$ cat config.mk
export PLATFORM = sky130hd
export DESIGN_NAME = tcs_fifo
export DESIGN_NICKNAME = d
export VERILOG_FILES = /design/src/tcs_pkg.sv /design/src/tcs_fifo.sv
export SDC_FILE = /design/constraint.sdc
export NUM_CORES = 1
export LEC_CHECK = 0
export BUFFER_PORTS_ARGS = -buffer_cell sky130_fd_sc_hd__buf_4
export CAP_MARGIN = 15
export CORE_MARGIN = 5
export CORE_UTILIZATION = 56
export DETAILED_ROUTE_END_ITERATION = 8
export PLACE_DENSITY = 0.78
export SYNTH_ARGS = -nofsm -noshare
export SYNTH_HDL_FRONTEND = slang
export SYNTH_SLANG_ARGS = --single-unit
export TNS_END_PERCENT = 100
$ cat constraint.sdc
create_clock -name i_clk -period 2 [get_ports i_clk]
set_input_delay 0.1 -clock i_clk [delete_from_list [all_inputs] [get_ports i_clk]]
set_output_delay 0.1 -clock i_clk [all_outputs]
set_load 0.01 [all_outputs]
$ cat src/tcs_pkg.sv
// Shared types, constants and helper functions for the triangle coverage scanner.
package tcs_pkg;

    // Coordinate format and pixel grid
    localparam int COORD_FRAC_BITS  = 4;
    localparam int PIXEL_COORD_BITS = 10;
    localparam int VERT_W           = 16;
    localparam int SIZE_W           = 11;
    localparam int SCREEN_CAP       = 1 << PIXEL_COORD_BITS;

    // Configuration port
    localparam int NUM_REGS = 8;
    localparam int IDX_W    = 3;
    localparam int ADDR_W   = IDX_W + 2;
    localparam int DATA_W   = 32;

    localparam logic [IDX_W-1:0] REG_VERT0_X   = 3'd0;
    localparam logic [IDX_W-1:0] REG_VERT0_Y   = 3'd1;
    localparam logic [IDX_W-1:0] REG_VERT1_X   = 3'd2;
    localparam logic [IDX_W-1:0] REG_VERT1_Y   = 3'd3;
    localparam logic [IDX_W-1:0] REG_VERT2_X   = 3'd4;
    localparam logic [IDX_W-1:0] REG_VERT2_Y   = 3'd5;
    localparam logic [IDX_W-1:0] REG_SCREEN_W  = 3'd6;
    localparam logic [IDX_W-1:0] REG_SCREEN_H  = 3'd7;

    localparam logic [SIZE_W-1:0] SCREEN_W_RST = 11'd800;
    localparam logic [SIZE_W-1:0] SCREEN_H_RST = 11'd600;

    // Arithmetic widths for the edge functions
    localparam int POS_W  = PIXEL_COORD_BITS + COORD_FRAC_BITS;
    localparam int DIFF_W = ((POS_W > VERT_W) ? POS_W : VERT_W) + 2;
    localparam int PROD_W = 2 * DIFF_W;
    localparam int EDGE_W = PROD_W + 1;
    localparam int BOX_W  = VERT_W + 1;

    // Winding codes
    localparam logic [1:0] WIND_NONE = 2'd0;
    localparam logic [1:0] WIND_CCW  = 2'd1;
    localparam logic [1:0] WIND_CW   = 2'd2;

    // Queue between sequencer and coverage pipeline
    localparam int FIFO_DEPTH = 4;
    localparam int FIFO_PTR_W = 2;
    localparam int FIFO_CNT_W = 3;

    // Triangle and screen setup as held in the register file
    typedef struct packed {
        logic signed [VERT_W-1:0] x0;
        logic signed [VERT_W-1:0] y0;
        logic signed [VERT_W-1:0] x1;
        logic signed [VERT_W-1:0] y1;
        logic signed [VERT_W-1:0] x2;
        logic signed [VERT_W-1:0] y2;
        logic [SIZE_W-1:0]        width;
        logic [SIZE_W-1:0]        height;
    } t_tri;

    // One pixel beat from the sequencer
    typedef struct packed {
        logic                        start;
        logic                        pixel_valid;
        logic [PIXEL_COORD_BITS-1:0] x;
        logic [PIXEL_COORD_BITS-1:0] y;
        logic                        last;
    } t_pix;

    // Largest pixel index for a screen size; 0 counts as 1, oversize is capped
    function automatic logic [PIXEL_COORD_BITS-1:0] size_max(input logic [SIZE_W-1:0] s);
        logic [PIXEL_COORD_BITS-1:0] r;
        if (s == '0) begin
            r = '0;
        end else if (32'(s) > 32'(SCREEN_CAP)) begin
            r = '1;
        end else begin
            r = PIXEL_COORD_BITS'(s - 1'b1);
        end
        return r;
    endfunction

    // Clamp a signed box limit into [0, lim]
    function automatic logic [PIXEL_COORD_BITS-1:0] clamp_coord(
        input logic signed [BOX_W-1:0]   v,
        input logic [PIXEL_COORD_BITS-1:0] lim
    );
        logic signed [BOX_W-1:0]     l;
        logic [PIXEL_COORD_BITS-1:0] r;
        l = BOX_W'(lim);
        if (v < 0) begin
            r = '0;
        end else if (v > l) begin
            r = lim;
        end else begin
            r = PIXEL_COORD_BITS'(v);
        end
        return r;
    endfunction

    // Floor of a fixed point coordinate, widened for the +/-1 margin
    function automatic logic signed [BOX_W-1:0] floor_box(input logic signed [VERT_W-1:0] v);
        logic signed [VERT_W-1:0] f;
        f = v >>> COORD_FRAC_BITS;
        return BOX_W'(f);
    endfunction

    function automatic logic signed [VERT_W-1:0] min3(
        input logic signed [VERT_W-1:0] a,
        input logic signed [VERT_W-1:0] b,
        input logic signed [VERT_W-1:0] c
    );
        logic signed [VERT_W-1:0] m;
        m = (a < b) ? a : b;
        return (c < m) ? c : m;
    endfunction

    function automatic logic signed [VERT_W-1:0] max3(
        input logic signed [VERT_W-1:0] a,
        input logic signed [VERT_W-1:0] b,
        input logic signed [VERT_W-1:0] c
    );
        logic signed [VERT_W-1:0] m;
        m = (a > b) ? a : b;
        return (c > m) ? c : m;
    endfunction

endpackage

$ cat src/tcs_fifo.sv
// Short beat queue between the scan sequencer and the coverage pipeline.
module tcs_fifo (
    input  logic          i_clk,
    input  logic          i_rst_n,
    input  logic          i_push,
    input  tcs_pkg::t_pix i_beat,
    input  logic          i_pop,
    output tcs_pkg::t_pix o_beat,
    output logic          o_empty,
    output logic          o_full
);

    tcs_pkg::t_pix                   r_mem [tcs_pkg::FIFO_DEPTH];
    logic [tcs_pkg::FIFO_PTR_W-1:0]  r_wp;
    logic [tcs_pkg::FIFO_PTR_W-1:0]  r_rp;
    logic [tcs_pkg::FIFO_CNT_W-1:0]  r_count;

    assign o_empty = (r_count == '0);
    assign o_full  = (r_count == tcs_pkg::FIFO_CNT_W'(tcs_pkg::FIFO_DEPTH));
    assign o_beat  = r_mem[r_rp];

    // Entry storage
    always_ff @(posedge i_clk) begin
        if (i_push) begin
            r_mem[r_wp] <= i_beat;
        end
    end

    // Pointers and fill count
    always_ff @(posedge i_clk) begin
        if (!i_rst_n) begin
            r_wp    <= '0;
            r_rp    <= '0;
            r_count <= '0;
        end else begin
            if (i_push) r_wp <= r_wp + 1'b1;
            if (i_pop)  r_rp <= r_rp + 1'b1;
            unique case ({i_push, i_pop})
                2'b10:   r_count <= r_count + 1'b1;
                2'b01:   r_count <= r_count - 1'b1;
                default: r_count <= r_count;
            endcase
        end
    end

`ifndef SYNTHESIS
    a_count_bound: assert property (@(posedge i_clk) disable iff (!i_rst_n)
        r_count <= tcs_pkg::FIFO_CNT_W'(tcs_pkg::FIFO_DEPTH))
        else $error("queue fill count above depth");
`endif

endmodule

==> run_results.csv <==
group,metric,value,unit
global_route,antenna_found_initial,0,
setup_path,reg2reg_depth,5,
sta,slew_headroom,76.3,%
pwr,p_seq_share,56.4,%
clock_tree,root_buffer,"clkbuf_8",
clock_tree,cts_setup_buffers,0,
pwr,power_frac_comb,12.7,%
die,fp.dieH,92.4,µm
placed_design,gp_congestion,0.680,
setup_path,critPathLaunchType,"flop",
pwr,peakVddDrop,0.488,mV
logic_synthesis,syn-cell-area,0.00380,mm²
die,initial_core_util,56.6,%
setup_path,crit_required,1.90,ns
run,drv_cap,0,
global_route,grt_use_total,16.0,%
global_route,grt_max_degree,24,
logic_synthesis,synthCells,166,
logic_synthesis,yosys-top-cells-area,"edfxtp_1, mux4_2, dfxtp_1",
sta,hold_viol,0,
clock_tree,cts_buffers,9,
sta,tightest_slew,0.355,ns
logic_synthesis,synthFlopType,"edfxtp_1",
pwr,leakage,1.68,nW
pwr,p_clk_share,30.9,%
final_layout,antenna_cells,0,
min_path,hold_path_class,"input port to flop",
sta,whs,0.0731,ns
sta,slew_violations,0,
final_layout,nets,286,
global_route,grt_pass1_vias,2009,
global_route,grt_overflow,0,
setup_path,r2r-end,"r_count[2]$_SDFFE_PN0P_",
clock_tree,cts.sinks,101,
sta,fmax,0.553,GHz
min_path,holdPathStages,3,
sta,tns,0,ns
die,core-area,0.00672,mm²
routing,wire_per_inst,18.5,µm
clock_tree,clk_pin_slew_worst_paths,0.09,ns
status,outcome,"finished, final reports clean",
routing,firstDrtPassIters,4,
pwr,intPower,3.43,mW
die,num_io_pins,52,
setup_path,ff2ff_setup_slack,0.44,ns
min_path,hp-start,"i_push",
logic_synthesis,syn_avg_cell_area,22.9,µm²
routing,vias,1793,
pwr,netSwitchingPower,0.935,mW
logic_synthesis,synth_warnings,0,
clock_tree,cts_tree,"yes",
min_path,min_to,"r_wp[1]$_SDFFE_PN0P_",
setup_path,critPathTopFamily,"multiplexers",
final_layout,area_growth,25.3,%
die,rows,30,
setup_path,r2r_start,"r_count[0]$_SDFFE_PN0P_",
setup_path,critPathBufInv,2,
sta,rsz0062_at_grt,"false",
setup_path,worstPathArrival,1.71,ns
logic_synthesis,synth_edf_count,92,
logic_synthesis,synth_fp_nets,199,
routing,drtAntennaViolNets,0,
pwr,p_sw_share,21.4,%
logic_synthesis,ys_ff_latch,101,
clock_tree,clock_tree.buffer_depth,2,
setup_path,worstPathMaxFanout,14,
die,die-area,0.00854,mm²
routing,drc,0,
setup_path,end_kind,"primary output",
setup_path,path_cells,"buf_12, mux4_2, buf_4",
setup_path,critPathKind,"flop to primary output",
logic_synthesis,async_reset_ff_share,0,%
final_layout,drive_gt1_share,36.0,%
global_route,grt_pass1_wl,10300,µm
setup_path,crit_path_top_delay_cell,"mux4_2",
sta,finalSetupViolCount,0,
sta,period_needed,1.81,ns
setup_path,cpPeakStageDelay,0.52,ns
pwr,power.density,915,mW/mm²
clock_tree,clk_latency,0.34,ns
routing,drt_iter0_markers,86,
logic_synthesis,seq_area_frac_synth,77.4,%
sta,finalCritPeriodShare,90.5,%
routing,wl,6240,µm
sta,finClkSkew,0.00482,ns
die,die_w,92.4,µm
routing,vias_per_cell,5.30,
placed_design,dp.final_hpwl,3780,µm
placed_design,portBuffers,51,
logic_synthesis,synth_top_cell_by_area,"edfxtp_1",
logic_synthesis,synth_top_area_share,72.6,%
final_layout,fillers,394,
logic_synthesis,synth.distinct_cells,21,
clock_tree,cts_htree_levels,3,
cells in the final DEF, fill, tap and decap left out, drive strengths merged:
master       synthesis  layout
dlygate4sd3          0      24
mux4                23      23
xor2                 3       3
dfxtp                9       9
nor3                 1       1
or3                  1       1
clkbuf               0       9
nor2b                1       1
nand2                2       2
clkinvlp             0       1
mux2i                1       1
edfxtp              92      92
ha                   5       5
and3                 1       1
xnor2                2       2
inv                  6       6
buf                  5      57
a21boi               1       1
and2                10      10
o21ai                2       2
clkinv               0       4
fa                   1       1
bufinv               0       2
state kept, by name, summed over array words and instances, names as in the netlist, named ones only:
name,cells
r_wp,2
r_rp,2
r_mem,92
r_count,3
worst reg2reg max path, cell delays in order (launching register included):
cell      delay (ns)
dfxtp_1         0.37
inv_1           0.08
fa_1            0.44
xor2_1          0.16
or3_1           0.30
a21boi_0        0.15
area by class of cell:
cell class              count  area, µm²  area share (%)
clock buffers               9        124            2.60
flip-flops and latches    101       2950            61.8
clock inverters             7       90.1            1.89
multi-input cells          54        777            16.3
repair buffers             81        706            14.8
well taps                  80        100            2.10
inverters                   6       22.5           0.473
worst max-delay path by stage:
stage | end | depth (start not counted) | slack, ns
finish | o_beat[10] | 3 | 0.19
global route | o_beat[10] | 3 | 0.08
CTS | o_beat[10] | 3 | 0.05
detailed placement | r_count[2]$_SDFFE_PN0P_ | 8 | 0.39
global placement | o_beat[10] | 3 | 0.44
floorplan | r_mem[2][0]$_DFFE_PP_ | 3 | 0.49
per-layer routing:
metal	GRT usage [%]	vias to the layer above	part of all wire, %
met5	0	-	0
met4	5.45	0	0.91
met3	4.06	5	4.1
met2	27.0	44	52
met1	20.3	902	43
li1	-	842	-
power groups by stage:
stage                     clock network [mW]  logic (mW)  registers [mW]
after floorplan                            0       0.304            2.49
after global placement                     0       0.517            2.51
after detailed placement                   0       0.525            2.51
after CTS                               1.37       0.566            2.46
after global routing                    1.48       0.605            2.47
final                                   1.35       0.555            2.46
through the flow:
step           utilization (%)  instances  setup WS [ns]  power (mW)  instance area (µm²)
2_1_floorplan                -        166          0.490        2.79                 3800
3_3_place_gp              64.1        298          0.440        3.02                 4310
3_5_place_dp              64.1        298          0.395        3.04                 4310
4_1_cts                   70.9        338         0.0454        4.39                 4760
5_1_grt                   70.9        338         0.0816        4.55                 4770
6_report                  70.9        338          0.190        4.36                 4770
logic make-up after synthesis:
logic type               count (synthesis)  share of synthesized area (%)
AND/OR/NAND/NOR                         16                           2.47
buffers and inverters                   11                           2.20
AO/OA/AOI/OAI                            3                          0.461
flip-flops                             101                           77.4
adder cells (fa/ha/maj)                  6                           2.17
multiplexers                            24                           14.2
XOR/XNOR                                 5                           1.15
timing repair:
item / in CTS / in global routing
resized for setup: 0 / 1
setup endpoints to repair: 0 / 14
endpoints found under the hold margin: 93 / 0
hold buffers: 24 / 0
cell usage after synthesis, types with 3 or more instances:
library cell / number
inv_1: 6
xor2_1: 3
mux4_2: 20
edfxtp_1: 92
mux4_1: 3
ha_1: 5
and2_1: 10
dfxtp_1: 9
(Power assumes the default switching activity.)
