<file path="config.mk">
export PLATFORM = sky130hd
export DESIGN_NAME = tcs_cfg
export DESIGN_NICKNAME = d
export VERILOG_FILES = /design/src/tcs_pkg.sv /design/src/tcs_cfg.sv
export SDC_FILE = /design/constraint.sdc
export NUM_CORES = 1
export LEC_CHECK = 0
export BUFFER_PORTS_ARGS = -buffer_cell sky130_fd_sc_hd__buf_2
export CORE_ASPECT_RATIO = 0.7
export CORE_MARGIN = 2
export CORE_UTILIZATION = 35
export DETAILED_ROUTE_END_ITERATION = 7
export SYNTH_ARGS = -nofsm -noshare
export SYNTH_HDL_FRONTEND = slang
export SYNTH_SLANG_ARGS = --single-unit
</file>
<file path="constraint.sdc">
create_clock -name i_clk -period 1.5 [get_ports i_clk]
set_clock_uncertainty 0.05 [all_clocks]
set_input_delay 0.15 -clock i_clk [delete_from_list [all_inputs] [get_ports i_clk]]
set_output_delay 0.15 -clock i_clk [all_outputs]
set_load 0.1 [all_outputs]
</file>
<file path="src/tcs_pkg.sv">
// Shared types, constants and helper functions for the triangle coverage scanner.
package tcs_pkg;

    // Coordinate format and pixel grid
    localparam int COORD_FRAC_BITS  = 4;
    localparam int PIXEL_COORD_BITS = 10;
    localparam int VERT_W           = 16;
    localparam int SIZE_W           = 11;
    localparam int SCREEN_CAP       = 1 << PIXEL_COORD_BITS;

    // Configuration port
    localparam int NUM_REGS = 8;
    localparam int IDX_W    = 3;
    localparam int ADDR_W   = IDX_W + 2;
    localparam int DATA_W   = 32;

    localparam logic [IDX_W-1:0] REG_VERT0_X   = 3'd0;
    localparam logic [IDX_W-1:0] REG_VERT0_Y   = 3'd1;
    localparam logic [IDX_W-1:0] REG_VERT1_X   = 3'd2;
    localparam logic [IDX_W-1:0] REG_VERT1_Y   = 3'd3;
    localparam logic [IDX_W-1:0] REG_VERT2_X   = 3'd4;
    localparam logic [IDX_W-1:0] REG_VERT2_Y   = 3'd5;
    localparam logic [IDX_W-1:0] REG_SCREEN_W  = 3'd6;
    localparam logic [IDX_W-1:0] REG_SCREEN_H  = 3'd7;

    localparam logic [SIZE_W-1:0] SCREEN_W_RST = 11'd800;
    localparam logic [SIZE_W-1:0] SCREEN_H_RST = 11'd600;

    // Arithmetic widths for the edge functions
    localparam int POS_W  = PIXEL_COORD_BITS + COORD_FRAC_BITS;
    localparam int DIFF_W = ((POS_W > VERT_W) ? POS_W : VERT_W) + 2;
    localparam int PROD_W = 2 * DIFF_W;
    localparam int EDGE_W = PROD_W + 1;
    localparam int BOX_W  = VERT_W + 1;

    // Winding codes
    localparam logic [1:0] WIND_NONE = 2'd0;
    localparam logic [1:0] WIND_CCW  = 2'd1;
    localparam logic [1:0] WIND_CW   = 2'd2;

    // Queue between sequencer and coverage pipeline
    localparam int FIFO_DEPTH = 4;
    localparam int FIFO_PTR_W = 2;
    localparam int FIFO_CNT_W = 3;

    // Triangle and screen setup as held in the register file
    typedef struct packed {
        logic signed [VERT_W-1:0] x0;
        logic signed [VERT_W-1:0] y0;
        logic signed [VERT_W-1:0] x1;
        logic signed [VERT_W-1:0] y1;
        logic signed [VERT_W-1:0] x2;
        logic signed [VERT_W-1:0] y2;
        logic [SIZE_W-1:0]        width;
        logic [SIZE_W-1:0]        height;
    } t_tri;

    // One pixel beat from the sequencer
    typedef struct packed {
        logic                        start;
        logic                        pixel_valid;
        logic [PIXEL_COORD_BITS-1:0] x;
        logic [PIXEL_COORD_BITS-1:0] y;
        logic                        last;
    } t_pix;

    // Largest pixel index for a screen size; 0 counts as 1, oversize is capped
    function automatic logic [PIXEL_COORD_BITS-1:0] size_max(input logic [SIZE_W-1:0] s);
        logic [PIXEL_COORD_BITS-1:0] r;
        if (s == '0) begin
            r = '0;
        end else if (32'(s) > 32'(SCREEN_CAP)) begin
            r = '1;
        end else begin
            r = PIXEL_COORD_BITS'(s - 1'b1);
        end
        return r;
    endfunction

    // Clamp a signed box limit into [0, lim]
    function automatic logic [PIXEL_COORD_BITS-1:0] clamp_coord(
        input logic signed [BOX_W-1:0]   v,
        input logic [PIXEL_COORD_BITS-1:0] lim
    );
        logic signed [BOX_W-1:0]     l;
        logic [PIXEL_COORD_BITS-1:0] r;
        l = BOX_W'(lim);
        if (v < 0) begin
            r = '0;
        end else if (v > l) begin
            r = lim;
        end else begin
            r = PIXEL_COORD_BITS'(v);
        end
        return r;
    endfunction

    // Floor of a fixed point coordinate, widened for the +/-1 margin
    function automatic logic signed [BOX_W-1:0] floor_box(input logic signed [VERT_W-1:0] v);
        logic signed [VERT_W-1:0] f;
        f = v >>> COORD_FRAC_BITS;
        return BOX_W'(f);
    endfunction

    function automatic logic signed [VERT_W-1:0] min3(
        input logic signed [VERT_W-1:0] a,
        input logic signed [VERT_W-1:0] b,
        input logic signed [VERT_W-1:0] c
    );
        logic signed [VERT_W-1:0] m;
        m = (a < b) ? a : b;
        return (c < m) ? c : m;
    endfunction

    function automatic logic signed [VERT_W-1:0] max3(
        input logic signed [VERT_W-1:0] a,
        input logic signed [VERT_W-1:0] b,
        input logic signed [VERT_W-1:0] c
    );
        logic signed [VERT_W-1:0] m;
        m = (a > b) ? a : b;
        return (c > m) ? c : m;
    endfunction

endpackage

</file>
<file path="src/tcs_cfg.sv">
// APB register file holding the triangle vertices and screen size.
module tcs_cfg (
    input  logic                        i_clk,
    input  logic                        i_rst_n,
    input  logic                        psel,
    input  logic                        penable,
    input  logic                        pwrite,
    input  logic [tcs_pkg::ADDR_W-1:0]  paddr,
    input  logic [tcs_pkg::DATA_W-1:0]  pwdata,
    output logic [tcs_pkg::DATA_W-1:0]  prdata,
    output logic                        pready,
    output tcs_pkg::t_tri               o_tri
);

    tcs_pkg::t_tri                r_tri;
    logic                         wr_en;
    logic [tcs_pkg::IDX_W-1:0]    idx;

    assign pready = 1'b1;
    assign wr_en  = psel & penable & pwrite & pready;
    assign idx    = paddr[tcs_pkg::ADDR_W-1:2];

    // Register writes
    always_ff @(posedge i_clk) begin
        if (!i_rst_n) begin
            r_tri.x0     <= '0;
            r_tri.y0     <= '0;
            r_tri.x1     <= '0;
            r_tri.y1     <= '0;
            r_tri.x2     <= '0;
            r_tri.y2     <= '0;
            r_tri.width  <= tcs_pkg::SCREEN_W_RST;
            r_tri.height <= tcs_pkg::SCREEN_H_RST;
        end else if (wr_en) begin
            unique case (idx)
                tcs_pkg::REG_VERT0_X:  r_tri.x0     <= pwdata[tcs_pkg::VERT_W-1:0];
                tcs_pkg::REG_VERT0_Y:  r_tri.y0     <= pwdata[tcs_pkg::VERT_W-1:0];
                tcs_pkg::REG_VERT1_X:  r_tri.x1     <= pwdata[tcs_pkg::VERT_W-1:0];
                tcs_pkg::REG_VERT1_Y:  r_tri.y1     <= pwdata[tcs_pkg::VERT_W-1:0];
                tcs_pkg::REG_VERT2_X:  r_tri.x2     <= pwdata[tcs_pkg::VERT_W-1:0];
                tcs_pkg::REG_VERT2_Y:  r_tri.y2     <= pwdata[tcs_pkg::VERT_W-1:0];
                tcs_pkg::REG_SCREEN_W: r_tri.width  <= pwdata[tcs_pkg::SIZE_W-1:0];
                tcs_pkg::REG_SCREEN_H: r_tri.height <= pwdata[tcs_pkg::SIZE_W-1:0];
                default: ;
            endcase
        end
    end

    // Read mux, zero extended
    always_comb begin
        unique case (idx)
            tcs_pkg::REG_VERT0_X:  prdata = tcs_pkg::DATA_W'($unsigned(r_tri.x0));
            tcs_pkg::REG_VERT0_Y:  prdata = tcs_pkg::DATA_W'($unsigned(r_tri.y0));
            tcs_pkg::REG_VERT1_X:  prdata = tcs_pkg::DATA_W'($unsigned(r_tri.x1));
            tcs_pkg::REG_VERT1_Y:  prdata = tcs_pkg::DATA_W'($unsigned(r_tri.y1));
            tcs_pkg::REG_VERT2_X:  prdata = tcs_pkg::DATA_W'($unsigned(r_tri.x2));
            tcs_pkg::REG_VERT2_Y:  prdata = tcs_pkg::DATA_W'($unsigned(r_tri.y2));
            tcs_pkg::REG_SCREEN_W: prdata = tcs_pkg::DATA_W'(r_tri.width);
            tcs_pkg::REG_SCREEN_H: prdata = tcs_pkg::DATA_W'(r_tri.height);
            default:               prdata = '0;
        endcase
    end

    assign o_tri = r_tri;

endmodule

</file>
==> impl_metrics.json, run 1 <==
{
  "status": "finished, violations left",
  "violations": "negative setup slack",
  "cts_buffers": 17,
  "period_share_pct": 135,
  "overflow": 0,
  "grt_antenna_before_repair": 0,
  "worstRegToRegCells": 3,
  "seqPwrFrac_pct": 35.8,
  "start_kind": "flop",
  "layout_setup_ws_ps": -522,
  "setup_violations": 16,
  "layout_common_cells": "nand2_1 (151), buf_2 (121), a21boi_1 (95)",
  "crit_arrival_ps": 1820,
  "drive_gt1_share_pct": 51.5,
  "drt-pass1-iter-count": 6,
  "yosysWarnings": 0,
  "clk_pin_slew_ps": 60,
  "insertion_delay_ps": 420,
  "slew_headroom_pct": 64.5,
  "portBuffers": 157,
  "endpoint_kind": "output pin",
  "switching_power_mw": 2.62,
  "num_io_pins": 193,
  "comb_power_share_pct": 17.2,
  "cts_tree": "built",
  "avgSynthCellArea_um2": 8.22,
  "total_power_mw": 8.55,
  "cts.sinks": 118,
  "floorplan.initialDensity_pct": 36.0,
  "synthCells": 686,
  "die_area_um2": 17200,
  "finalNonFillerCells": 1103,
  "ir_drop_mv": 0.735,
  "whs_path_depth": 3,
  "wl_um": 21500,
  "p_sw_share_pct": 30.7,
  "dp_slack_ps": -385,
  "track_usage_pct": 24.9,
  "max_slew.worst_pin.slew_ps": 537,
  "grt_setup_unrepaired": "true",
  "worstSetupPathType": "flop to output pin",
  "area_growth_pct": 60.2,
  "crit_required_ps": 1300,
  "power_density_nw_per_um2": 947,
  "antennaDiodeCount": 0,
  "largest_reg_flops": 118,
  "route.detailed.drc": 0,
  "ys_types": 34,
  "wl_per_cell_um": 19.5,
  "power_leakage_nw": 3.57,
  "via_per_inst": 5.33,
  "fmax_mhz": 495,
  "ys_ff_latch": 118,
  "drt_iter0_drc": 465,
  "clock_power_share_pct": 47.1,
  "grt_pass1_wl_um": 31900,
  "root_buffer": "clkbuf_16",
  "syn_area_um2": 5640,
  "fin_tns_setup_ps": -5140,
  "worstHoldPathType": "input pin to flop",
  "dp_cells": 1040,
  "cp_max_fo": 3,
  "clk_path_buf_depth": 2,
  "yosysSeqAreaShare_pct": 41.9,
  "dieWidth_um": 156,
  "finalCriticalPeriod_ps": 2020,
  "num_rows": 38,
  "ant_nets": 0,
  "place_congestion": 0.909,
  "num_vias": 5874,
  "maxCapViolCount": 0,
  "mostFrequentLayoutCell": "nand2_1",
  "p_int_mw": 5.92,
  "place.detailed.hpwl_um": 15400,
  "grt_max_degree": 119,
  "grt_pass1_vias": 5587,
  "dieHeight_um": 110,
  "nets": 932,
  "htreeDepth": 4,
  "maxSlewViolCount": 0,
  "hold_violations": 0,
  "final_util_pct": 57.7,
  "core_region_area_um2": 15600
}
==> synthesized netlist by cell type <==
library cell | instances | share of area [%]
o21ai_0 | 48 | 4.3
buf_4 | 17 | 2.3
nor2_2 | 2 | 0.22
mux2_2 | 1 | 0.20
nor2b_1 | 23 | 2.6
o21ai_1 | 8 | 0.71
nand2_1 | 151 | 10
clkbuf_1 | 32 | 2.1
a21oi_1 | 3 | 0.27
inv_1 | 15 | 1.0
mux2i_1 | 38 | 6.7
a22o_1 | 4 | 0.62
a22oi_1 | 1 | 0.13
o32a_1 | 1 | 0.18
nor2_1 | 34 | 2.3
nand3_1 | 7 | 0.62
nand2b_1 | 2 | 0.22
o22ai_1 | 4 | 0.44
nor3_2 | 2 | 0.36
conb_1 | 2 | 0.13
a21boi_1 | 95 | 13
o2bb2ai_1 | 10 | 1.6
a221oi_1 | 21 | 3.3
nand3b_1 | 2 | 0.27
nand2_2 | 1 | 0.11
a222oi_1 | 4 | 0.71
buf_1 | 3 | 0.20
or3_1 | 3 | 0.33
nand4_2 | 1 | 0.22
nand4b_4 | 1 | 0.42
dfxtp_1 | 118 | 42
or2_1 | 1 | 0.11
nor2_4 | 1 | 0.20
buf_2 | 30 | 2.7
==> cell type report <==
type / instances / area, um^2
clock buffers: 17 / 425
clock inverters: 15 / 154
fillers: 1321 / 6610
inverters: 15 / 56.3
multi-input cells: 486 / 3460
flip-flops and latches: 118 / 2700
well taps: 200 / 250
repair buffers: 252 / 1980
==> metal layers <==
metal	share of wire, %	routed length (um)	track usage, %
met1	46	9840	34.4
met2	45	9620	38.3
met4	1.1	231	7.73
met5	0	0	0
met3	8.6	1840	6.65
==> logic make-up (layout without fill, tap and decap cells) <==
group / count (synthesis) / count (layout) / synth area share, %
AND/OR/NAND/NOR: 231 / 231 / 18.0
multiplexers: 39 / 39 / 6.95
buffers and inverters: 97 / 299 / 8.26
AO/OA/AOI/OAI: 199 / 199 / 24.8
flip-flops: 118 / 118 / 41.9
other: 2 / 17 / 0.133
==> critical path, stage by stage, from the launching register on <==
cell and delay (ps):
dfxtp_4 360, a22o_1 220, a222oi_1 410, buf_4 200, nor2_4 40, buf_12 160
==> path summary, 6_finish.rpt <==
kind / startpoint / endpoint / slack (ps)
hold / removal: pwdata[5] / o_tri[43]$_SDFFE_PN0P_ / 20
hold reg to reg: o_tri[111]$_SDFFE_PN0P_ / o_tri[111]$_SDFFE_PN0P_ / 410
setup / recovery: o_tri[36]$_SDFFE_PN0P_ / prdata[14] / -520
setup reg to reg: o_tri[4]$_SDFFE_PN1P_ / o_tri[4]$_SDFFE_PN1P_ / 660
==> stage by stage <==
step,instance area [um^2],hold slack [ps]
floorplan,6330,225
global route,9030,11.3
finish,9030,15.2
detailed placement,7770,398
global placement,7770,390
CTS,8790,2.04
==> power by group through the flow <==
stage                     sequential, mW  combinational, mW  clock [mW]
after floorplan                     3.29              0.830           0
after global placement              3.12               1.34           0
after detailed placement            3.12               1.35           0
after CTS                           3.06               1.41        4.04
after global routing                3.06               1.52        4.22
final                               3.06               1.47        4.02
==> repair_timing <==
action	CTS	global route
pin swaps	30	18
setup endpoints to repair	16	23
resized for setup	47	25
setup buffers	18	3
hold endpoints to repair	36	0
hold buffers	10	0
Power figures use the tool's default switching activity.
==> run 2: changes to the inputs <==
--- a/config.mk
+++ b/config.mk
@@ -10,6 +10,7 @@
 export CORE_MARGIN = 2
 export CORE_UTILIZATION = 35
 export DETAILED_ROUTE_END_ITERATION = 7
+export REMOVE_ABC_BUFFERS = 1
 export SYNTH_ARGS = -nofsm -noshare
 export SYNTH_HDL_FRONTEND = slang
 export SYNTH_SLANG_ARGS = --single-unit
==> run 2 against run 1 <==
Non-clock buffer count rose by 25. Register-to-register slack barely moved. Clock power fell by 5.2%. Critical path type unchanged. The run still ends with negative setup slack left.
==> impl_metrics.json, run 2 (synthesis results as in run 1) <==
{
  "htreeDepth": 4,
  "setup_violations": 16,
  "route.detailed.drc": 0,
  "worstRegToRegCells": 3,
  "grt_pass1_wl_um": 31300,
  "mostFrequentLayoutCell": "nand2_1",
  "area_growth_pct": 49.4,
  "drive_gt1_share_pct": 41.1,
  "num_io_pins": 193,
  "cts_tree": "built",
  "floorplan.initialDensity_pct": 36.0,
  "drt-pass1-iter-count": 5,
  "power_leakage_nw": 3.56,
  "crit_start": "o_tri[80]$_SDFFE_PN0P_",
  "grt_max_degree": 119,
  "num_vias": 5931,
  "status": "finished, violations left",
  "crit_path_end": "prdata[10]",
  "layout_setup_ws_ps": -284,
  "hold_violations": 0,
  "cts_buffers": 17,
  "start_kind": "flop",
  "place_congestion": 0.808,
  "worstSetupPathType": "flop to output pin",
  "dieHeight_um": 110,
  "place.detailed.hpwl_um": 14600,
  "n_fill_cell": 1460,
  "worstHoldPathType": "input pin to flop",
  "maxSlewViolCount": 0,
  "crit_arrival_ps": 1580,
  "root_buffer": "clkbuf_16",
  "fin_tns_setup_ps": -3720,
  "grt_pass1_vias": 5304,
  "ir_drop_mv": 0.587,
  "power_density_nw_per_um2": 993,
  "ant_nets": 0,
  "track_usage_pct": 24.5,
  "total_power_mw": 8.36,
  "wl_per_cell_um": 18.9,
  "core_region_area_um2": 15600,
  "maxCapViolCount": 0,
  "antennaDiodeCount": 0,
  "dieWidth_um": 156,
  "r2r-end": "o_tri[18]$_SDFFE_PN0P_",
  "rr_startpoint": "o_tri[18]$_SDFFE_PN0P_",
  "overflow": 0,
  "finalCriticalPeriod_ps": 1780,
  "violations": "negative setup slack",
  "via_per_inst": 5.26,
  "reg2reg_slack_ps": 660,
  "period_share_pct": 119,
  "crit_required_ps": 1300,
  "die_area_um2": 17200,
  "grt_setup_unrepaired": "true",
  "slew_headroom_pct": 65.7,
  "cp_max_fo": 3,
  "clk_path_buf_depth": 2,
  "cts.sinks": 118,
  "nets": 957,
  "drt_iter0_drc": 484,
  "endpoint_kind": "output pin",
  "portBuffers": 157,
  "grt_antenna_before_repair": 0,
  "insertion_delay_ps": 410,
  "layout_common_cells": "nand2_1 (151), buf_2 (118), buf_4 (105)",
  "largest_reg_flops": 118,
  "clk_pin_slew_ps": 60,
  "wl_um": 21300,
  "num_rows": 38,
  "max_slew.worst_pin.slew_ps": 518,
  "fmax_mhz": 561
}
[run 2: area by class of cell]
cell class                 instances  area [um^2]  area share [%]
timing repair buffer             277         2100            25.0
clock inverter                     9         77.6           0.921
sequential                       118         2420            28.8
tap                              200          250            2.97
inverter                          15         56.3           0.669
clock buffer                      23          468            5.56
multi-input combinational        486         3040            36.1
[run 2: layer usage]
metal	wire length, um	vias to the layer above	GRT usage [%]
met1	10100	2846	35.9
met2	9110	284	36.1
li1	-	2771	-
met4	329	0	8.39
met3	1760	30	4.46
met5	0	-	0
[run 2: worst min path at each step]
stage | from | to | slack (ps) | cells past startpoint
after floorplan | i_rst_n | o_tri[16]$_SDFFE_PN1P_ | 170 | 1
after global routing | pwdata[6] | o_tri[44]$_SDFFE_PN0P_ | 30 | 3
after CTS | pwdata[6] | o_tri[108]$_SDFFE_PN0P_ | 3 | 3
after global placement | pwdata[12] | o_tri[34]$_SDFFE_PN0P_ | 400 | 3
after detailed placement | pwdata[12] | o_tri[114]$_SDFFE_PN0P_ | 400 | 3
final | pwdata[6] | o_tri[108]$_SDFFE_PN0P_ | 20 | 3
[run 2: critical path, cell delays in order, from the launching register on]
cell and delay, ps:
dfxtp_2 340, inv_1 40, a221oi_1 320, a221oi_2 80
nor2_2 190, buf_12 190
[run 2: report_power, final]
part,switching [mW],internal [mW]
Clock,1.46,2.35
Combinational,0.976,0.395
Sequential,0.0192,3.16
Total,2.46,5.90
[run 2: through the flow]
step	std cells	worst slack (ps)	instance area [um^2]	utilization (%)	hold slack (ps)
after floorplan	619	-1520	5280	-	172
after detailed placement	1070	-338	7360	47.0	404
after global routing	1128	-347	8420	53.8	28.8
final	1128	-284	8420	53.8	22.9
after CTS	1125	-307	8200	52.4	2.98
after global placement	1070	-335	7360	47.0	403
[run 2: repair_timing]
item                                    in CTS  in global routing
setup buffers                               10                  3
resized for setup                           45                 62
hold endpoints to repair                    66                  0
endpoints found under the setup margin      23                 35
pin swaps                                   17                 23
hold buffers                                14                  0
