**src/tcs_pkg.sv**
```systemverilog
// Shared types, constants and helper functions for the triangle coverage scanner.
package tcs_pkg;

    // Coordinate format and pixel grid
    localparam int COORD_FRAC_BITS  = 4;
    localparam int PIXEL_COORD_BITS = 10;
    localparam int VERT_W           = 16;
    localparam int SIZE_W           = 11;
    localparam int SCREEN_CAP       = 1 << PIXEL_COORD_BITS;

    // Configuration port
    localparam int NUM_REGS = 8;
    localparam int IDX_W    = 3;
    localparam int ADDR_W   = IDX_W + 2;
    localparam int DATA_W   = 32;

    localparam logic [IDX_W-1:0] REG_VERT0_X   = 3'd0;
    localparam logic [IDX_W-1:0] REG_VERT0_Y   = 3'd1;
    localparam logic [IDX_W-1:0] REG_VERT1_X   = 3'd2;
    localparam logic [IDX_W-1:0] REG_VERT1_Y   = 3'd3;
    localparam logic [IDX_W-1:0] REG_VERT2_X   = 3'd4;
    localparam logic [IDX_W-1:0] REG_VERT2_Y   = 3'd5;
    localparam logic [IDX_W-1:0] REG_SCREEN_W  = 3'd6;
    localparam logic [IDX_W-1:0] REG_SCREEN_H  = 3'd7;

    localparam logic [SIZE_W-1:0] SCREEN_W_RST = 11'd800;
    localparam logic [SIZE_W-1:0] SCREEN_H_RST = 11'd600;

    // Arithmetic widths for the edge functions
    localparam int POS_W  = PIXEL_COORD_BITS + COORD_FRAC_BITS;
    localparam int DIFF_W = ((POS_W > VERT_W) ? POS_W : VERT_W) + 2;
    localparam int PROD_W = 2 * DIFF_W;
    localparam int EDGE_W = PROD_W + 1;
    localparam int BOX_W  = VERT_W + 1;

    // Winding codes
    localparam logic [1:0] WIND_NONE = 2'd0;
    localparam logic [1:0] WIND_CCW  = 2'd1;
    localparam logic [1:0] WIND_CW   = 2'd2;

    // Queue between sequencer and coverage pipeline
    localparam int FIFO_DEPTH = 4;
    localparam int FIFO_PTR_W = 2;
    localparam int FIFO_CNT_W = 3;

    // Triangle and screen setup as held in the register file
    typedef struct packed {
        logic signed [VERT_W-1:0] x0;
        logic signed [VERT_W-1:0] y0;
        logic signed [VERT_W-1:0] x1;
        logic signed [VERT_W-1:0] y1;
        logic signed [VERT_W-1:0] x2;
        logic signed [VERT_W-1:0] y2;
        logic [SIZE_W-1:0]        width;
        logic [SIZE_W-1:0]        height;
    } t_tri;

    // One pixel beat from the sequencer
    typedef struct packed {
        logic                        start;
        logic                        pixel_valid;
        logic [PIXEL_COORD_BITS-1:0] x;
        logic [PIXEL_COORD_BITS-1:0] y;
        logic                        last;
    } t_pix;

    // Largest pixel index for a screen size; 0 counts as 1, oversize is capped
    function automatic logic [PIXEL_COORD_BITS-1:0] size_max(input logic [SIZE_W-1:0] s);
        logic [PIXEL_COORD_BITS-1:0] r;
        if (s == '0) begin
            r = '0;
        end else if (32'(s) > 32'(SCREEN_CAP)) begin
            r = '1;
        end else begin
            r = PIXEL_COORD_BITS'(s - 1'b1);
        end
        return r;
    endfunction

    // Clamp a signed box limit into [0, lim]
    function automatic logic [PIXEL_COORD_BITS-1:0] clamp_coord(
        input logic signed [BOX_W-1:0]   v,
        input logic [PIXEL_COORD_BITS-1:0] lim
    );
        logic signed [BOX_W-1:0]     l;
        logic [PIXEL_COORD_BITS-1:0] r;
        l = BOX_W'(lim);
        if (v < 0) begin
            r = '0;
        end else if (v > l) begin
            r = lim;
        end else begin
            r = PIXEL_COORD_BITS'(v);
        end
        return r;
    endfunction

    // Floor of a fixed point coordinate, widened for the +/-1 margin
    function automatic logic signed [BOX_W-1:0] floor_box(input logic signed [VERT_W-1:0] v);
        logic signed [VERT_W-1:0] f;
        f = v >>> COORD_FRAC_BITS;
        return BOX_W'(f);
    endfunction

    function automatic logic signed [VERT_W-1:0] min3(
        input logic signed [VERT_W-1:0] a,
        input logic signed [VERT_W-1:0] b,
        input logic signed [VERT_W-1:0] c
    );
        logic signed [VERT_W-1:0] m;
        m = (a < b) ? a : b;
        return (c < m) ? c : m;
    endfunction

    function automatic logic signed [VERT_W-1:0] max3(
        input logic signed [VERT_W-1:0] a,
        input logic signed [VERT_W-1:0] b,
        input logic signed [VERT_W-1:0] c
    );
        logic signed [VERT_W-1:0] m;
        m = (a > b) ? a : b;
        return (c > m) ? c : m;
    endfunction

endpackage

```
**src/tcs_front.sv**
```systemverilog
// Scan sequencer: takes tick beats, latches the bounding box, steps the pixel position.
module tcs_front (
    input  logic          i_clk,
    input  logic          i_rst_n,
    input  tcs_pkg::t_tri i_tri,
    input  logic          i_accept,
    input  logic          i_start_scan,
    output tcs_pkg::t_pix o_beat
);

    localparam int PW = tcs_pkg::PIXEL_COORD_BITS;

    logic          r_scanning;
    logic [PW-1:0] r_col;
    logic [PW-1:0] r_row;
    logic [PW-1:0] r_cend;
    logic [PW-1:0] r_rbeg;
    logic [PW-1:0] r_rend;

    logic [PW-1:0] w_max;
    logic [PW-1:0] h_max;
    logic [PW-1:0] box_c0;
    logic [PW-1:0] box_c1;
    logic [PW-1:0] box_r0;
    logic [PW-1:0] box_r1;
    logic [PW-1:0] cur_col;
    logic [PW-1:0] cur_row;
    logic [PW-1:0] cur_cend;
    logic [PW-1:0] cur_rbeg;
    logic [PW-1:0] cur_rend;
    logic          active;
    logic          last;

    // Bounding box of the configured triangle, one pixel of margin each side
    always_comb begin
        w_max  = tcs_pkg::size_max(i_tri.width);
        h_max  = tcs_pkg::size_max(i_tri.height);
        box_c0 = tcs_pkg::clamp_coord(
            tcs_pkg::floor_box(tcs_pkg::min3(i_tri.x0, i_tri.x1, i_tri.x2)) - 2'sd1, w_max);
        box_c1 = tcs_pkg::clamp_coord(
            tcs_pkg::floor_box(tcs_pkg::max3(i_tri.x0, i_tri.x1, i_tri.x2)) + 2'sd1, w_max);
        box_r0 = tcs_pkg::clamp_coord(
            tcs_pkg::floor_box(tcs_pkg::min3(i_tri.y0, i_tri.y1, i_tri.y2)) - 2'sd1, h_max);
        box_r1 = tcs_pkg::clamp_coord(
            tcs_pkg::floor_box(tcs_pkg::max3(i_tri.y0, i_tri.y1, i_tri.y2)) + 2'sd1, h_max);
    end

    // Position of this beat: a start restarts at the box corner
    always_comb begin
        cur_col  = i_start_scan ? box_c0 : r_col;
        cur_row  = i_start_scan ? box_r0 : r_row;
        cur_cend = i_start_scan ? box_c1 : r_cend;
        cur_rbeg = i_start_scan ? box_r0 : r_rbeg;
        cur_rend = i_start_scan ? box_r1 : r_rend;
        active   = i_start_scan | r_scanning;
        last     = (cur_col == cur_cend) && (cur_row == cur_rend);
    end

    // Beat to the queue; idle ticks carry all zeros
    always_comb begin
        o_beat.start       = i_start_scan;
        o_beat.pixel_valid = active;
        o_beat.x           = active ? cur_col : '0;
        o_beat.y           = active ? cur_row : '0;
        o_beat.last        = active & last;
    end

    // Scan state: y inner, x outer
    always_ff @(posedge i_clk) begin
        if (!i_rst_n) begin
            r_scanning <= 1'b0;
            r_col      <= '0;
            r_row      <= '0;
            r_cend     <= '0;
            r_rbeg     <= '0;
            r_rend     <= '0;
        end else if (i_accept && active) begin
            r_cend <= cur_cend;
            r_rbeg <= cur_rbeg;
            r_rend <= cur_rend;
            priority if (last) begin
                r_scanning <= 1'b0;
                r_col      <= cur_col;
                r_row      <= cur_row;
            end else if (cur_row < cur_rend) begin
                r_scanning <= 1'b1;
                r_col      <= cur_col;
                r_row      <= cur_row + 1'b1;
            end else begin
                r_scanning <= 1'b1;
                r_col      <= cur_col + 1'b1;
                r_row      <= cur_rbeg;
            end
        end
    end

`ifndef SYNTHESIS
    a_col_in_box: assert property (@(posedge i_clk) disable iff (!i_rst_n)
        r_scanning |-> (r_col <= r_cend))
        else $error("scan column ran past the box");
    a_row_in_box: assert property (@(posedge i_clk) disable iff (!i_rst_n)
        r_scanning |-> (r_row >= r_rbeg && r_row <= r_rend))
        else $error("scan row left the box");
`endif

endmodule

```
**config.mk**
```make
export PLATFORM = sky130hd
export DESIGN_NAME = tcs_front
export DESIGN_NICKNAME = d
export VERILOG_FILES = /design/src/tcs_pkg.sv /design/src/tcs_front.sv
export SDC_FILE = /design/constraint.sdc
export NUM_CORES = 1
export LEC_CHECK = 0
export ABC_AREA = 1
export BUFFER_PORTS_ARGS = -buffer_cell sky130_fd_sc_hd__buf_2
export CAP_MARGIN = 20
export CELL_PAD_IN_SITES_DETAIL_PLACEMENT = 1
export CELL_PAD_IN_SITES_GLOBAL_PLACEMENT = 1
export CORE_MARGIN = 2
export CORE_UTILIZATION = 41
export DETAILED_ROUTE_END_ITERATION = 6
export MAX_ROUTING_LAYER = met4
export PLACE_DENSITY_LB_ADDON = 0.12
export SYNTH_ARGS = -nofsm -noshare
export SYNTH_HDL_FRONTEND = slang
export SYNTH_SLANG_ARGS = --single-unit
```
**constraint.sdc**
```tcl
create_clock -name i_clk -period 14.14 [get_ports i_clk]
set_input_delay 2.828 -clock i_clk [delete_from_list [all_inputs] [get_ports i_clk]]
set_output_delay 2.828 -clock i_clk [all_outputs]
set_load 0.05 [all_outputs]
```
==> impl_results.md, run 1 <==
* Final Total Pwr at 0.00148 W
* Total number of nets in the final design at 2220
* Via density at 5.38
* Least-Margin Pin Slew at 0.949 ns
* Worst setup EP type: output pin
* First-iteration detailed-routing DRC count at between 400 and 500
* Clock tree from TritonCTS: done
* Number of enable-type register cells in the synthesized netlist at 0
* Fraction of final layout cells with drive strength greater than 1 at 16.9%
* Inserted Clock Buffers at 5
* Total wirelength of the detailed-routed design at 36500 µm
* Cells taking the most area after synthesis: nand2_1, ha_1, dfxtp_1
* Crit Path Max Fanout at 12
* Clock slew at the register clock pins of the worst setup and hold paths at 0.08 ns
* Maximum VDD drop at 0.0000891 V
* Initial Util at 42.0%
* Synthesized area per cell at 5.87 µm²
* Standard cell core area at between 20000 and 30000 µm²
* Count of warnings emitted by yosys at 0
* Global routing met1 resource utilization at 35.6%
* Tightest hold margin at ~0.47 ns
* Count of filler cells inserted in the layout at 3678
* Sink Count at 51
* Type of the setup path with the least slack: in -> out
* Site Rows at 58
* Class of the tightest hold or removal check: reg -> reg
* Post-synthesis net count at just over 2000
* Half-perimeter wire length after detailed placement at 30900 µm
* I/O Pins at ~150
* Overall global routing resource usage at 27.7%
* Number of antenna violations at the first check in global routing at 3
* RD Place Congestion at 0.942
* Most used standard cells in the synthesized netlist: nand2_1, inv_1, ha_1, nor2_1, o21ai_0
* Post-place setup slack at 0.169 ns
* Total DRC errors in the routed layout at 0
* Clock Latency Late Sink at 0.30 ns
* Bufs and invs on worst path at 12
* Count of state elements after synthesis at 51
* Final hold vios at 0
* Summed instance area of the synthesized netlist at 10600 µm²
* R2R setup slack at 10.82 ns
* Met2 usage at just under 50%
* Area after detailed placement at about 12000 µm²
* Number of vias in the routed layout at 12300
* Highest-delay cell along the critical path: o21ai_0
* Number of global-route vias before repair at 12300
* Worst setup slack after layout at 0.671 ns
* Non-Filler Cell Area, Final at 12100 µm²
* Number of H-tree branching levels at 2
* Run status: finished, final reports clean
* Final worst-path cycle share at between 90 and 100%
* Longest Clk Path Bufs at 2
* Critical path's largest stage delay at about 0.36 ns
* Achievable clock frequency at about 74 MHz
* Global route overflow at 0
* Final Critical Period at 13.47 ns
* Crit path max-delay family: simple AND/OR/NAND/NOR gates
* Clock Tree Root: clkbuf_16
* Die area at around 27000 µm²
* Worst setup SP type: input port
* Number of distinct library cells after synthesis at 61
* Most frequent cell after synthesis: nand2_1
* Busiest metal layer after global routing: met2
* Share of the synthesized area in the top cell type at 18.1%
* Maximum capacitance violations at 0
* Quantity of I/O buffers inserted on ports at between 100 and 150
* Proportion of synthesized flip-flops having asynchronous set or reset at 0%
* CP required at 11.31 ns
* Average routed wire per standard cell at around 16 µm
* GRT met3 Usage at 2.29%
* Fraction of the yosys area taken by sequential cells at 9.63%
* Static leakage at 6.47 nW
* X dimension of the die at 165 µm
* Slew headroom at approximately 37%
* Areal power density over the cells at approximately 120 nW/µm²
* Cell repeated most along the worst path: nand2_1
* First-pass GRT wire length at 59900 µm
* Vertical die dimension at 165 µm
* Count of final max-slew check failures at 0
* Primary flip-flop cell chosen by synthesis mapping: dfxtp_1
* Setup Skew at 0.00986 ns
* Largest net degree at the start of global routing at 65
* Total setup violations reported at the end of the flow at 0
* Number of detailed-route iterations in the first pass at 5
* Mapped Cells at 1805
* Count of nets left with antenna violations after detail routing at 0
* Largest area contributor in the netlist: nand2_1
* Area Overhead vs Synth at 13.8%
* CP Data Arrival Time at 10.64 ns
## worst paths after layout
kind,start,depth (start not counted),end
worst max-delay path,i_tri[69],50,o_beat[0]
worst min-delay path,r_col[3],2,r_col[3]
worst max register to register,r_rend[7],12,r_row[3]
worst min register to register,r_col[3],2,r_col[3]
## sequential cells by signal (all words and copies together), names as in the netlist
name / count
r_cend: 10
r_col: 10
r_rbeg: 10
r_rend: 10
r_row: 10
r_scanning: 1
## cell type report
class / instances / area (µm²) / area share (%)
clock buffer: 6 / 139 / 1.15
multi-input combinational: 1446 / 8450 / 70.0
tap: 330 / 413 / 3.42
inverter: 259 / 972 / 8.06
timing repair buffer: 183 / 1050 / 8.69
sequential: 51 / 1020 / 8.46
antenna: 4 / 10.0 / 0.0830
clock inverter: 2 / 16.3 / 0.135
## layer usage
| layer | vias up | wire length, µm |
|---|---|---|
| met5 | - | 0 |
| met4 | 0 | 495 |
| met3 | 38 | 1510 |
| met2 | 259 | 17300 |
| met1 | 5728 | 17200 |
| li1 | 6242 | - |
## power by group
group | internal [W] | switching (W) | leakage [nW]
clock network | 0.0000711 | 0.0000628 | 0.0731
logic | 0.000375 | 0.000797 | 5.98
registers | 0.000162 | 0.00000905 | 0.420
## logic make-up after synthesis
logic type,synth area share [%]
DFF,9.63
adders and majority gates,17.9
muxes,0.0944
and+or+nand+nor,38.9
buffers and inverters,11.5
xor gates and xnor gates,2.89
AOI/OAI and AO/OA,19.0
## worst min-delay path, stage by stage (launching register included)
cell and delay [ns]:
dfxtp_1 0.32, nand2_1 0.06, a21oi_1 0.05
## metrics by stage
stage                     std cells  setup TNS, ns  util [%]
after global placement         2265              0      46.5
after global routing           2280        -0.0142      47.8
after detailed placement       2266              0      46.7
after floorplan                1805              0         -
final                          2281              0      47.8
after CTS                      2274              0      47.3
## cell usage in the layout (no fill, tap or decap), types with 5 or more instances in the layout
cell type,instances
nand3_1,114
inv_2,14
a31oi_1,5
nand2_1,510
clkinv_1,5
xor2_1,25
nand4_1,37
nor2_1,125
clkbuf_16,5
nor3_1,12
a211oi_1,9
o21ai_0,117
o21a_1,6
nand2_2,43
a21oi_2,9
nor2_2,8
xnor2_1,8
nand2_4,10
inv_1,240
a21oi_1,100
or2_2,9
nor2_4,5
nand3_2,16
a21o_1,6
ha_1,152
dfxtp_1,51
o21ai_1,37
o211ai_1,25
buf_2,143
buf_4,38
## timing repair
item / in CTS / in global routing
setup endpoints to repair: 0 / 1
hold buffers: 0 / 0
endpoints found under the hold margin: 0 / 0
buffers inserted: 0 / 1
resized for setup: 0 / 23
Note: power is estimated with default switching activity, not from simulation.
==> run 2: changes to the inputs <==
--- a/config.mk
+++ b/config.mk
@@ -5,16 +5,17 @@
 export SDC_FILE = /design/constraint.sdc
 export NUM_CORES = 1
 export LEC_CHECK = 0
-export ABC_AREA = 1
+export ABC_AREA = 0
 export BUFFER_PORTS_ARGS = -buffer_cell sky130_fd_sc_hd__buf_2
 export CAP_MARGIN = 20
 export CELL_PAD_IN_SITES_DETAIL_PLACEMENT = 1
 export CELL_PAD_IN_SITES_GLOBAL_PLACEMENT = 1
 export CORE_MARGIN = 2
-export CORE_UTILIZATION = 41
+export CORE_UTILIZATION = 48
 export DETAILED_ROUTE_END_ITERATION = 6
 export MAX_ROUTING_LAYER = met4
 export PLACE_DENSITY_LB_ADDON = 0.12
 export SYNTH_ARGS = -nofsm -noshare
 export SYNTH_HDL_FRONTEND = slang
 export SYNTH_SLANG_ARGS = --single-unit
+export TNS_END_PERCENT = 50
==> constraint.sdc (replaced) <==
create_clock -name i_clk -period 17.2 [get_ports i_clk]
set_input_delay 3.44 -clock i_clk [delete_from_list [all_inputs] [get_ports i_clk]]
set_output_delay 3.44 -clock i_clk [all_outputs]
set_load 0.05 [all_outputs]
==> run 2 against run 1 <==
  * Global-route usage rose by 5.5 points
  * Non-clock buffer count decreased by 5
  * Largest cell class unchanged
  * Via count is 1.1% lower
  * Routed wire length is 9.1% higher
  * Critical path depth down 5
  * Critical path type unchanged
  * Cell count decreased by 18%
  * Synthesized area is 3.0% higher
  * Utilization is 6.4 points higher
  * First-iteration DRC count rose by 81%
  * Flip-flop and latch count stayed put
  * Register-to-register slack gained 2.5 ns
  * Count of clock-buffer cells in the layout up 1
==> impl_results.md, run 2 <==
* Run status: finished, final reports clean
* Adder-cell share of the synthesized area at roughly 17%
* Global route overflow at 0
* Final TNS setup at 0 ns
* Count of filler cells inserted in the layout at a little under 3000
* P_int at 0.000545 W
* Most common cell after layout, fill and taps aside: ha_1
* Class of the tightest hold or removal check: reg -> reg
* Slew headroom at between 20% and 30%
* Most frequent cell after synthesis: ha_1
* Hold Crit Endpoint: r_cend[3]
* Fraction of the yosys area taken by sequential cells at 9.35%
* Fraction of final layout cells with drive strength greater than 1 at 16.2%
* Areal power density over the cells at 96.6 nW/µm²
* Largest net degree at the start of global routing at 63
* Mapped Cells at 1473
* GRT met3 Usage at 2.72%
* Total wirelength of the detailed-routed design at between 30000 and 40000 µm
* Global routing met1 resource utilization at 41.5%
* Critical path's largest stage delay at 0.54 ns
* Count of warnings emitted by yosys at 0
* X dimension of the die at approximately 150 µm
* Static leakage at approximately 5.7 nW
* Proportion of synthesized flip-flops having asynchronous set or reset at 0%
* Highest-delay cell along the critical path: or4_1
* Maximum VDD drop at 0.0000472 V
* Endpoint of the worst-slack reg-to-reg timing path: r_row[9]
* Die area at 24000 µm²
* Sink Count at 51
* Share of the synthesized area in the top cell type at 17.4%
* Final worst-path cycle share at 96.4%
* Final core utilization at 54.2%
* Post-Synth XOR/XNOR Area at 5.21%
* Worst setup EP type: output pin
* Synthesized area per cell at about 7.4 µm²
* Vertical die dimension at 155 µm
* Quantity of I/O buffers inserted on ports at 144
* Clock slew at the register clock pins of the worst setup and hold paths at about 0.070 ns
* Synthesized-area fraction occupied by and/or/nand/nor cells at 22.0%
* Type of the setup path with the least slack: in -> out
* Total setup violations reported at the end of the flow at 0
* Number of distinct library cells after synthesis at 96
* Standard cell core area at roughly 23000 µm²
* I/O Pins at roughly 150
* R2r startpoint: r_row[7]
* Overall global routing resource usage at 33.2%
* Number of global-route vias before repair at 12300
* Half-perimeter wire length after detailed placement at 32400 µm
* Number of antenna violations at the first check in global routing at 0
* Worst setup SP type: input port
* Switching share of total power at a little over half
* Count of state elements after synthesis at 51
* Least-Margin Pin Slew at 1.04 ns
* Depth of the most critical reg-to-reg path at 11
* Non-Filler Cell Area, Final at 12200 µm²
* Clock share of power at 9.3%
* Site Rows at 55
* Multiplexer share of the synthesized area at 11.0%
* Post-synthesis net count at 1747
* Summed instance area of the synthesized netlist at roughly 11000 µm²
* R2R setup slack at 13.36 ns
* Average routed wire per standard cell at 21.2 µm
* Post-CTS Hold Fix Bufs at 0
* CP Data Arrival Time at 13.14 ns
* Number of enable-type register cells in the synthesized netlist at 0
* Final hold vios at 0
* Crit Path Max Fanout at 11
* Maximum capacitance violations at 0
* Register Area at 1020 µm²
* Worst setup path startpoint: i_tri[69]
* Tightest hold margin at 0.486 ns
* Count of nets left with antenna violations after detail routing at 0
* Area Overhead vs Synth at 11.7%
* Power dissipated by switching net loads at 0.000634 W
* Combinational family with the most area after synthesis: compound AO/OA/AOI/OAI gates
* First-pass GRT wire length at approximately 63000 µm
* CP required at 13.76 ns
* Via density at approximately 6.5
* Area after detailed placement at roughly 12000 µm²
* Register share of total power at between 10% and 20%
* Busiest metal layer after global routing: met2
* Launch point of the worst hold path: r_cend[3]
* Clock tree from TritonCTS: done
* Initial Util at 48.5%
* Total number of nets in the final design at between 1500 and 2000
* Antenna cells at 0
* Count of final max-slew check failures at 0
* Commonest non-fill, non-tap cells in the layout: ha_1, buf_2, nor2_1, a21oi_1, inv_1
* First-iteration detailed-routing DRC count at 870
* Largest area contributor in the netlist: ha_1
* Cells taking the most area after synthesis: ha_1, dfxtp_1, mux2i_1
* RD Place Congestion at 0.920
* Number of vias in the routed layout at 12100
* Setup Skew at 0.0125 ns
* Part of the total power dissipated in combinational logic at between 70 and 80%
* Clock Latency Late Sink at 0.30 ns
* Primary flip-flop cell chosen by synthesis mapping: dfxtp_1
* Achievable clock frequency at 60.3 MHz
* Instance count along the most critical hold path at 2
* Met2 usage at between 50 and 60%
* Final Critical Period at 16.58 ns
* Inserted Clock Buffers at 5
* Total DRC errors in the routed layout at 0
* Clock Tree Root: clkbuf_16
* Unrepaired setup endpoints after global routing: false
* Longest Clk Path Bufs at 2
* Most used standard cells in the synthesized netlist: ha_1, nor2_1, a21oi_1, inv_1, nand2_1
* Multi-input logic area at around 9300 µm²
* Number of detailed-route iterations in the first pass at 5
* Fraction of the mapped netlist area in compound gates at 28.5%
* Number of H-tree branching levels at 2
## run 2: changes by cell type after synthesis, moves of 26 or more
| cell | change |
|---|---|
| nand2_2 | -44 |
| mux2i_1 | +91 |
| o21ai_0 | -63 |
| nand3_1 | -78 |
| xnor2_1 | +31 |
| a21o_1 | +30 |
| nor3_1 | +26 |
| o21ai_1 | -27 |
| inv_1 | -133 |
| nand2_1 | -416 |
## run 2: layout make-up
class | instances | area share [%]
multi-input combinational | 1246 | 76.0
sequential | 51 | 8.37
timing repair buffer | 178 | 8.03
inverter | 109 | 3.35
tap | 285 | 2.92
clock buffer | 7 | 1.25
clock inverter | 1 | 0.0615
## run 2: power groups by stage
stage / logic [W] / registers [W] / clock network, W
6_report: 0.000928 / 0.000141 / 0.000110
5_1_grt: 0.00101 / 0.000142 / 0.000115
4_1_cts: 0.000910 / 0.000141 / 0.000112
3_5_place_dp: 0.000904 / 0.000143 / 0
3_3_place_gp: 0.000875 / 0.000142 / 0
2_1_floorplan: 0.000651 / 0.000140 / 0
## run 2: what timing repair did
| action | CTS | global route |
|---|---|---|
| endpoints found under the hold margin | 0 | 0 |
| endpoints found under the setup margin | 0 | 1 |
| setup buffers | 0 | 4 |
| resized for setup | 0 | 11 |
## run 2: per-layer routing
metal / wire (µm) / up-vias
li1: - / 5795
met1: 17500 / 5932
met2: 19800 / 356
met3: 1910 / 54
met4: 639 / 0
met5: 0 / -
## run 2: worst max-delay path by stage
stage | end | slack, ns | cells after the start
floorplan | o_beat[0] | 0.50 | 49
global placement | o_beat[0] | 0.62 | 45
detailed placement | o_beat[0] | 0.28 | 45
CTS | o_beat[0] | 0.28 | 45
global route | o_beat[0] | 0.008 | 40
finish | o_beat[0] | 0.62 | 45
## run 2: cells by family (layout without fill, tap and decap cells)
logic type / count (synthesis) / count (layout)
xor+xnor: 65 / 65
mux: 117 / 117
flops: 51 / 51
simple gates: 468 / 468
compound gates: 444 / 444
fa+ha+maj: 152 / 152
buf+inv: 176 / 295
## run 2: worst max-delay path, delay by kind of cell
family / cells / cell delay (ns)
adder cells (fa/ha/maj): 5 / 1.51
AND/OR/NAND/NOR: 12 / 3.39
buffers and inverters: 8 / 1.12
XOR/XNOR: 2 / 0.44
multiplexers: 2 / 0.51
AO/OA/AOI/OAI: 16 / 2.70
## run 2: per-stage QoR
step	total power (W)	setup WS (ns)	instances
floorplan	0.000791	0.496	1473
global placement	0.00102	0.624	1865
detailed placement	0.00105	0.276	1865
global route	0.00127	0.00783	1877
finish	0.00118	0.621	1877
CTS	0.00116	0.284	1873
